### config.mk
export PLATFORM = sky130hd
export DESIGN_NAME = sbmq_ram
export DESIGN_NICKNAME = d
export VERILOG_FILES = /design/src/design/sbmq_ram.sv
export SDC_FILE = /design/constraint.sdc
export NUM_CORES = 1
export LEC_CHECK = 0
export ABC_CLOCK_PERIOD_IN_PS = 2700
export BUFFER_PORTS_ARGS = -buffer_cell sky130_fd_sc_hd__buf_2
export CORE_MARGIN = 2
export CORE_UTILIZATION = 53
export DETAILED_ROUTE_END_ITERATION = 6
export GPL_ROUTABILITY_DRIVEN = 1
export PLACE_DENSITY = 0.71
export SLEW_MARGIN = 0
export SYNTH_ARGS = -nofsm -noshare
export SYNTH_HDL_FRONTEND = slang
export SYNTH_SLANG_ARGS = --single-unit
### constraint.sdc
create_clock -name clk -period 2.7 [get_ports clk]
set_clock_uncertainty 0.1 [all_clocks]
set_input_delay 0.81 -clock clk [delete_from_list [all_inputs] [get_ports clk]]
set_output_delay 0.81 -clock clk [all_outputs]
set_load 0.005 [all_outputs]
### src/design/sbmq_ram.sv
`timescale 1ns / 1ps
// Generic single-write, single-read synchronous RAM with a registered read port.
// Self-contained; used for every store of the queue manager.
module sbmq_ram #(
	parameter int WIDTH = 8,
	parameter int DEPTH = 16,
	parameter int AW    = (DEPTH > 1) ? $clog2(DEPTH) : 1
) (
	input  logic             clk,
	input  logic             we,
	input  logic [AW-1:0]    waddr,
	input  logic [WIDTH-1:0] wdata,
	input  logic             re,
	input  logic [AW-1:0]    raddr,
	output logic [WIDTH-1:0] rdata
);

	logic [WIDTH-1:0] mem [DEPTH];

	always_ff @(posedge clk) begin
		if (we) begin
			mem[waddr] <= wdata;
		end
		if (re) begin
			rdata <= mem[raddr];
		end
	end

endmodule

# Word-level counts from Yosys, hierarchy flattened
# Memory sizes are Yosys's and may differ from the RTL's. A register that Yosys moved wholly into a read port is not among the register bits.
# Cells that the tools add are included.
# Widths: inputs -> output; s select.
dict set report totals {
  ramBits 128
  inputBits 19
  n_memories 1
  ff_bits 0
  word_cells 3
}
dict set report op_classes {
  n_mux 2
}
# name words width rd rd_ports_with_merged_regs write_ports line_no
set memory_table {}
lappend memory_table {mem 16 8 1 1 1 18} ;# logic [WIDTH-1:0] mem [DEPTH];
# operator n
set ops {}
lappend ops {{$mux 1} 2}

# Logic depth before layout (Yosys ltp)
# Gate-level depths: netlist of run 1.
dict set report depth {
  depth_word 2
  mapped_depth 5
  depth_no_buf 3
}

# Worst setup path after synthesis of run 1
# OpenSTA, ideal clock, no wires.
dict set report synth_path {
  kind {input to register}
  from {in waddr[2]}
  to {mem mem[0][0] (enable)}
  stages 2
  setup_slack_ns 0.297
  setup_time_ns 0.383
  required_time_ns 2.217
  arrival_time_ns 1.920
  path_cell_list {or3b_2 > nor3_1}
}
# item line_no
set synth_rtl {}
lappend synth_rtl {{start: declaration} 11} ;# input logic [AW-1:0] waddr,
lappend synth_rtl {{end: declaration} 18}
# Straight into the memory's write port.

==> results of run 1 <==
## routing by layer
| metal | vias up | track usage, % |
|---|---|---|
| li1 | 1099 | - |
| met1 | 1286 | 29.8 |
| met2 | 111 | 32.1 |
| met3 | 4 | 6.32 |
| met4 | 0 | 6.17 |
| met5 | - | 0 |
## critical path: cells and delay by family
| family | cells | cell delay [ns] |
|---|---|---|
| buf+inv | 2 | 0.42 |
| mux | 1 | 0.56 |
| compound gates | 1 | 0.22 |
| simple gates | 1 | 0.11 |
## cells by family (layout without fill, tap and decap cells)
| family | after synthesis | in the layout | share of synthesized area [%] |
|---|---|---|---|
| AO/OA/AOI/OAI | 16 | 16 | 2.30 |
| buffers and inverters | 10 | 80 | 1.65 |
| flip-flops | 136 | 136 | 78.1 |
| multiplexers | 32 | 32 | 14.8 |
| AND/OR/NAND/NOR | 35 | 35 | 3.14 |
## final timing paths
path	cells past startpoint	endpoint	slack (ns)
max reg2reg	3	rdata[0]$_DFFE_PP_	1.10
max	5	rdata[3]$_DFFE_PP_	0.70
min	1	rdata[2]$_DFFE_PP_	0.57
min reg2reg	3	rdata[6]$_DFFE_PP_	0.64
## power by group
part / internal [mW] / switching, mW
logic: 0.0976 / 0.123
registers: 2.38 / 0.0120
clock network: 1.50 / 0.853
total: 3.98 / 0.987
## layout by cell type, fill, tap and decap left out, types with 3 or more instances in the layout
cell,Yosys,final
buf_2,3,26
a22oi_1,16,16
edfxtp_1,136,136
inv_6,0,4
nor2_1,13,13
clkinv_2,0,3
buf_4,1,19
nand2_1,9,9
mux4_1,14,14
nor3_1,4,4
clkbuf_16,0,16
mux4_2,18,18
bufinv_16,0,4
buf_12,0,3
## area by class of cell
cell class              instances  area, sq um
flip-flops and latches        136         4080
fillers                       625         3430
multi-input cells              83         1060
clock buffers                  17          414
repair buffers                 48          333
clock inverters                15          199
well taps                     133          166
## state kept, by name (all words and copies together), names as in the netlist
| name | flops |
|---|---|
| mem | 128 |
| rdata | 8 |
## metrics by stage
step | hold WS [ns] | area [sq um] | util [%]
CTS | 0.545 | 6250 | 64.6
floorplan | 0.605 | 5230 | -
global route | 0.553 | 6250 | 64.6
detailed placement | 0.631 | 5640 | 58.2
global placement | 0.630 | 5640 | 58.2
finish | 0.570 | 6250 | 64.6
==> results.py, run 1 <==
metrics = {
    "detailed_routing": {
        "wl_um": 9910,
        "drt-met1-wl_um": 4110,
        "drt-wirelength-per-cell_um": 22.9,
        "viasPerCell": 5.79,
        "ant_nets": 0,
        "drtPass1Iterations": 5,
        "wl_met2_um": 4960,
        "dr_total_vias": 2500,
        "top_layer": "met4",
        "drtIter0Drc": 204,
        "met3_length_um": 779,
        "drc": 0,
    },
    "global_route": {
        "grt_pass1_vias": 2511,
        "grt-ovfl-total": 0,
        "grt_usage_pct": 20.9,
        "antenna_found_initial": 0,
        "grt_max_degree": 33,
        "grt_pass1_wl_um": 15100,
    },
    "yosys": {
        "syn_inst": 229,
        "synth_cell_types": 18,
        "ys_ff_latch": 136,
        "synthFlopType": "edfxtp_1",
        "synthesis.nets": 248,
        "yosys_warnings": 0,
        "ys_top_cells_by_count": "edfxtp_1 (136), mux4_2 (18), a22oi_1 (16)",
        "synthArstFlopShare_pct": 0,
        "ys_top_cells_by_area": "edfxtp_1 (78%), mux4_2 (7.8%), mux4_1 (7.0%)",
        "synth_top_cell_by_area": "edfxtp_1",
        "syn_area_sq_mm": 0.00523,
        "synth.most_common_cell": "edfxtp_1",
        "synth.avg_cell_area_sq_um": 22.8,
        "synth-seq-area-share_pct": 78.1,
        "synth_edf_count": 136,
        "synth_top_area_share_pct": 78.1,
    },
    "power": {
        "vdd_drop_max_mv": 0.533,
        "leakagePower_nw": 2.14,
        "power_mw": 4.97,
        "p_per_area_mw_per_mm2": 794,
    },
    "sta": {
        "tightestPinTransition_ns": 0.413,
        "rsz0062_at_grt": "no",
        "finalSetupViolations": 0,
        "maxSlewViolCount": 0,
        "layout_setup_ws_ns": 0.700,
        "slew-limit-headroom_pct": 72.5,
        "hold_viol": 0,
        "fin_crit_ns": 2.00,
        "fmax_ghz": 0.500,
        "finalSetupTns_ns": 0,
        "final.period_utilization_pct": 74.1,
    },
    "floorplan": {
        "die_area_sq_mm": 0.0107,
        "start_util_pct": 54.0,
        "num_io_pins": 27,
        "dieWidth_um": 103,
        "rows": 36,
        "die_h_um": 103,
        "core_sq_mm": 0.00968,
    },
    "worst_setup_path": {
        "required_ns": 2.84,
        "max_stage_delay_ns": 0.56,
        "cp-start-kind": "input pin",
        "r2r_start": "mem[6][0]$_DFFE_PP_",
        "cp-startpoint": "raddr[0]",
        "critPathMaxFanout": 16,
        "crit_path_end_kind": "flop",
        "cp_cell_sequence": "buf_2 > buf_12 > mux4_1 > a22oi_1 > nand2_1",
        "worst-setup-path-type": "input pin to flop",
        "worst_ep_arrival_time_ns": 2.14,
        "critPathSlowestCell": "mux4_1",
    },
    "final_layout": {
        "nets": 305,
        "drive_above_1_share_pct": 32.8,
        "finalNonFillerCells": 432,
        "area.growth.synth_to_final_pct": 19.6,
        "num_antenna_cells": 0,
    },
    "clock_network": {
        "cts.reportedPaths.clkPinSlew_ns": 0.06,
        "cts.sinks": 136,
        "numCtsBuffers": 17,
        "cts_tree": "done",
        "post_cts_resize_count": 0,
        "cts_setup_buffers": 0,
        "clockRootBuffer": "clkbuf_8",
        "clock_tree.buffer_depth": 2,
        "postCtsHoldBufs": 0,
        "clk_latency_ns": 0.51,
        "htree_levels": 4,
    },
    "place": {
        "globalplace.congestion": 0.747,
        "place_ws_ns": 0.174,
        "io_buffers": 26,
        "numPlacedInstances": 400,
        "dp_hpwl_um": 6310,
    },
    "job": {
        "drv_cap": 0,
    },
    "worst_hold_path": {
        "min_path_type": "input pin to flop",
        "hold_path_startpoint": "re",
    },
    "status": {
        "status": "complete, no violations",
    },
}
Power figures use the tool's default switching activity.
==> inputs of run 2 (changes only) <==
- ABC_CLOCK_PERIOD_IN_PS: 2700 -> 1900
- clock period: 2.7 -> 1.9 ns (I/O delays scaled with it)
==> results.py, run 2 (same netlist as run 1, synthesis figures left out) <==
metrics = {
    "status": {
        "status": "complete, no violations",
    },
    "detailed_routing": {
        "drt-wirelength-per-cell_um": 21.9,
        "drc": 0,
        "viasPerCell": 5.59,
        "ant_nets": 0,
        "drtPass1Iterations": 4,
        "dr_total_vias": 2427,
        "wl_um": 9530,
        "drtIter0Drc": 122,
    },
    "worst_setup_path": {
        "cp-startpoint": "rdata[1]$_DFFE_PP_",
        "critPathSlowestCell": "edfxtp_1",
        "timing.critical_path.to": "rdata[1]",
        "r2r-end": "rdata[7]$_DFFE_PP_",
        "path_delay_family": "flip-flops",
        "crit_path_end_kind": "output port",
        "ff2ff_path_depth": 3,
        "required_ns": 1.23,
        "critPathBufInv": 1,
        "ff2ff_setup_slack_ns": 0.33,
        "r2r_start": "mem[3][7]$_DFFE_PP_",
        "crit_cells": 1,
        "worst_ep_arrival_time_ns": 1.10,
        "cp_cell_sequence": "buf_2",
        "worst-setup-path-type": "flop to output port",
        "max_stage_delay_ns": 0.43,
        "cp-start-kind": "flop",
        "critPathMaxFanout": 1,
    },
    "final_layout": {
        "nets": 310,
        "drive_above_1_share_pct": 33.2,
        "final_cell_mix": "edfxtp_1 (136), buf_2 (26), mux4_2 (25)",
        "seq_area_sq_mm": 0.00408,
        "regMostFlops": "mem",
        "finalNonFillerCells": 434,
        "num-fill-cells": 631,
        "final_common_cell": "edfxtp_1",
        "largestRegisters": "mem: 128 flops, rdata: 8 flops",
        "multi_input_area_sq_mm": 0.00104,
        "area.growth.synth_to_final_pct": 18.3,
        "largest_reg_flops": 128,
        "num_antenna_cells": 0,
    },
    "place": {
        "dp_hpwl_um": 6030,
        "numPlacedInstances": 405,
        "io_buffers": 26,
        "globalplace.congestion": 0.751,
    },
    "sta": {
        "slew-limit-headroom_pct": 49.8,
        "tightestPinTransition_ns": 0.752,
        "maxSlewViolCount": 0,
        "fin_crit_ns": 1.77,
        "final.period_utilization_pct": 93.4,
        "finalSetupViolations": 0,
        "fmax_ghz": 0.564,
        "hold_viol": 0,
        "rsz0062_at_grt": "no",
    },
    "global_route": {
        "top_usage_layer": "met2",
        "grt_pass1_vias": 2481,
        "grt_util_met2_pct": 31.7,
        "grt_pass1_wl_um": 14500,
        "grt_max_degree": 18,
        "antenna_found_initial": 0,
        "grt_usage_pct": 20.4,
        "grt-ovfl-total": 0,
        "grt_use_met3_pct": 5.78,
        "use_met1_pct": 27.5,
    },
    "clock_network": {
        "postCtsHoldBufs": 0,
        "cts_setup_buffers": 0,
        "clk_latency_ns": 0.51,
        "htree_levels": 4,
        "clockRootBuffer": "clkbuf_8",
        "numCtsBuffers": 17,
        "cts_tree": "done",
        "cts.sinks": 136,
        "clock_tree.buffer_depth": 2,
        "cts.reportedPaths.clkPinSlew_ns": 0.06,
        "post_cts_resize_count": 0,
    },
    "power": {
        "leakagePower_nw": 2.09,
        "power_mw": 6.61,
        "p_per_area_mw_per_mm2": 1070,
        "vdd_drop_max_mv": 0.504,
    },
    "floorplan": {
        "die_h_um": 103,
        "die_area_sq_mm": 0.0107,
        "rows": 36,
        "dieWidth_um": 103,
        "num_io_pins": 27,
        "core_sq_mm": 0.00968,
        "start_util_pct": 54.0,
    },
    "worst_hold_path": {
        "min_path_type": "input pin to flop",
    },
    "job": {
        "drv_cap": 0,
    },
}
## run 2: layer usage
layer | up-vias | part of all wire, %
met1 | 1268 | 45
met3 | 6 | 2.9
li1 | 1100 | -
met2 | 53 | 51
met4 | 0 | 1.0
met5 | - | 0
## run 2: report_power, final
group | leakage (nW) | internal [mW] | switching (mW)
logic | 0.603 | 0.149 | 0.173
clock network | 0.249 | 1.82 | 1.06
registers | 1.24 | 3.38 | 0.0199
total | 2.09 | 5.35 | 1.25
## run 2: worst min-delay path by stage
| stage | start | endpoint | slack, ns | depth (start not counted) |
|---|---|---|---|---|
| 2_1_floorplan | wdata[0] | mem[0][0]$_DFFE_PP_ | 0.57 | 0 |
| 3_3_place_gp | mem[7][2]$_DFFE_PP_ | rdata[2]$_DFFE_PP_ | 0.63 | 3 |
| 3_5_place_dp | mem[13][0]$_DFFE_PP_ | rdata[0]$_DFFE_PP_ | 0.65 | 3 |
| 4_1_cts | re | rdata[6]$_DFFE_PP_ | 0.31 | 1 |
| 5_1_grt | re | rdata[5]$_DFFE_PP_ | 0.31 | 1 |
| 6_report | re | rdata[7]$_DFFE_PP_ | 0.34 | 1 |
## run 2: final cells by class
| type | count | area share (%) |
|---|---|---|
| sequential | 136 | 66.1 |
| tap | 133 | 2.69 |
| clock inverter | 7 | 1.30 |
| clock buffer | 22 | 7.00 |
| timing repair buffer | 53 | 6.19 |
| multi-input combinational | 83 | 16.8 |
## run 2: metrics by stage
stage          worst slack [ns]  setup TNS, ns  hold WS [ns]  utilization, %  area [sq um]
2_1_floorplan           -0.0361          -1.14         0.569               -          5220
3_3_place_gp             -0.290          -2.64         0.626            58.5          5670
3_5_place_dp             -0.309          -2.86         0.654            58.5          5670
4_1_cts                   0.115              0         0.305            63.8          6180
5_1_grt                   0.105              0         0.308            63.8          6180
6_report                  0.125              0         0.335            63.8          6180
==> inputs of run 3 (changes only) <==
==> constraint.sdc (replaced) <==
create_clock -name clk -period 1.9 [get_ports clk]
set_clock_uncertainty 0.1 [all_clocks]
set_input_delay 0.095 -clock clk [delete_from_list [all_inputs] [get_ports clk]]
set_output_delay 0.095 -clock clk [all_outputs]
set_load 0.005 [all_outputs]
==> results.py, run 3 (same netlist as run 1, synthesis figures left out) <==
metrics = {
    "worst_setup_path": {
        "cp-start-kind": "flop",
        "r2r-end": "rdata[7]$_DFFE_PP_",
        "worst_ep_arrival_time_ns": 1.80,
        "ff2ff_setup_slack_ns": 0.24,
        "ff2ff_path_depth": 3,
        "required_ns": 2.04,
        "critPathMaxFanout": 1,
        "critPathSlowestCell": "mux4_2",
        "worst-setup-path-type": "flop to flop",
        "cp_cell_sequence": "mux4_2 > a22oi_1 > nand2_1",
        "path_delay_family": "multiplexers",
        "r2r_start": "mem[11][7]$_DFFE_PP_",
        "critPathBufInv": 0,
        "crit_path_end_kind": "flop",
        "crit_cells": 3,
        "max_stage_delay_ns": 0.47,
    },
    "power": {
        "p_per_area_mw_per_mm2": 1040,
        "power.net_switching_mw": 1.29,
        "switching_share_pct": 19.8,
        "intPower_mw": 5.21,
        "leakagePower_nw": 2.12,
        "pwr-share-clk_pct": 42.7,
        "vdd_drop_max_mv": 0.730,
        "pwr-share-comb_pct": 5.0,
        "seq_power_share_pct": 52.3,
        "power_mw": 6.50,
    },
    "final_layout": {
        "largest_reg_flops": 128,
        "largestRegisters": "mem: 128 flops, rdata: 8 flops",
        "final_common_cell": "edfxtp_1",
        "final_cell_mix": "edfxtp_1 (136), buf_2 (26), buf_4 (20)",
        "area.growth.synth_to_final_pct": 19.1,
        "regMostFlops": "mem",
        "drive_above_1_share_pct": 29.2,
        "nets": 314,
        "finalNonFillerCells": 441,
        "num_antenna_cells": 0,
    },
    "worst_hold_path": {
        "hold_depth": 3,
        "min_path_type": "input pin to flop",
        "whs_endpoint": "mem[6][2]$_DFFE_PP_",
        "hold_path_startpoint": "waddr[2]",
    },
    "status": {
        "status": "complete, no violations",
    },
    "place": {
        "dp_hpwl_um": 6510,
        "io_buffers": 26,
        "place_ws_ns": 0.0777,
        "globalplace.congestion": 0.773,
        "numPlacedInstances": 400,
    },
    "global_route": {
        "grt_usage_pct": 20.9,
        "grt_max_degree": 27,
        "grt_pass1_vias": 2487,
        "grt-ovfl-total": 0,
        "antenna_found_initial": 0,
        "grt_pass1_wl_um": 15000,
    },
    "detailed_routing": {
        "drtIter0Drc": 234,
        "viasPerCell": 5.82,
        "drt-wirelength-per-cell_um": 22.8,
        "drc": 0,
        "wl_um": 10100,
        "drtPass1Iterations": 6,
        "ant_nets": 0,
        "dr_total_vias": 2566,
    },
    "floorplan": {
        "num_io_pins": 27,
        "die_h_um": 103,
        "start_util_pct": 54.0,
        "dieWidth_um": 103,
        "core_sq_mm": 0.00968,
        "die_area_sq_mm": 0.0107,
        "rows": 36,
    },
    "sta": {
        "layout_setup_ws_ns": 0.239,
        "finalSetupTns_ns": 0,
        "final.period_utilization_pct": 87.4,
        "fin_crit_ns": 1.66,
        "maxSlewViolCount": 0,
        "fmax_ghz": 0.602,
        "rsz0062_at_grt": "no",
        "tightestPinTransition_ns": 0.419,
        "finalSetupViolations": 0,
        "hold_viol": 0,
        "slew-limit-headroom_pct": 72.1,
    },
    "clock_network": {
        "numCtsBuffers": 17,
        "clockRootBuffer": "clkbuf_8",
        "post_cts_resize_count": 0,
        "cts_setup_buffers": 0,
        "cts.sinks": 136,
        "htree_levels": 4,
        "clock_tree.buffer_depth": 2,
        "postCtsHoldBufs": 9,
        "cts_tree": "done",
        "clk_latency_ns": 0.51,
        "cts.reportedPaths.clkPinSlew_ns": 0.06,
    },
    "job": {
        "drv_cap": 0,
    },
}
[run 3: cell count changes in the layout (fill, tap and decap cells not counted), sizes merged]
cell	delta
clkinvlp	+2
clkinv	+6
clkbuf	-4
buf	-5
dlygate4sd3	+9
bufinv	-1
[run 3: power by group through the flow]
stage                     sequential, mW  clock [mW]  combinational [mW]
after floorplan                     3.46           0               0.171
after global placement              3.46           0               0.306
after detailed placement            3.46           0               0.315
after CTS                           3.40        2.81               0.331
after global routing                3.41        2.95               0.354
final                               3.40        2.77               0.327
[run 3: layout make-up]
| cell class | count | area (sq um) |
|---|---|---|
| timing repair buffer | 57 | 410 |
| clock buffer | 18 | 418 |
| sequential | 136 | 4080 |
| tap | 133 | 166 |
| multi-input combinational | 83 | 1060 |
| clock inverter | 14 | 90.1 |
| fill | 638 | 3460 |
[run 3: metrics by stage]
step / instance area, sq um / util (%) / hold slack (ns)
global placement: 5630 / 58.1 / 0.379
floorplan: 5230 / - / 0.0939
global route: 6230 / 64.3 / 0.0364
detailed placement: 5630 / 58.1 / 0.377
CTS: 6230 / 64.3 / 0.0247
finish: 6230 / 64.3 / 0.0415
[run 3: worst reg2reg max path, cell delays in order, from the launching register on]
cell	delay (ns)
edfxtp_1	0.37
mux4_2	0.47
a22oi_1	0.35
nand2_1	0.11
[run 3: per-layer routing]
layer / GRT usage (%) / wire, um / vias up
met5: 0 / 0 / -
met4: 8.20 / 168 / 0
met3: 5.91 / 661 / 10
met2: 31.2 / 4960 / 115
met1: 30.0 / 4270 / 1327
li1: - / - / 1114
[run 3: how the worst max path moves through the flow]
| stage | from | end | slack, ns |
|---|---|---|---|
| 2_1_floorplan | waddr[2] | mem[0][0]$_DFFE_PP_ | 0.21 |
| 3_3_place_gp | raddr[0] | rdata[7]$_DFFE_PP_ | 0.11 |
| 3_5_place_dp | raddr[0] | rdata[7]$_DFFE_PP_ | 0.08 |
| 4_1_cts | mem[11][7]$_DFFE_PP_ | rdata[7]$_DFFE_PP_ | 0.22 |
| 5_1_grt | mem[1][0]$_DFFE_PP_ | rdata[0]$_DFFE_PP_ | 0.18 |
| 6_report | mem[11][7]$_DFFE_PP_ | rdata[7]$_DFFE_PP_ | 0.24 |
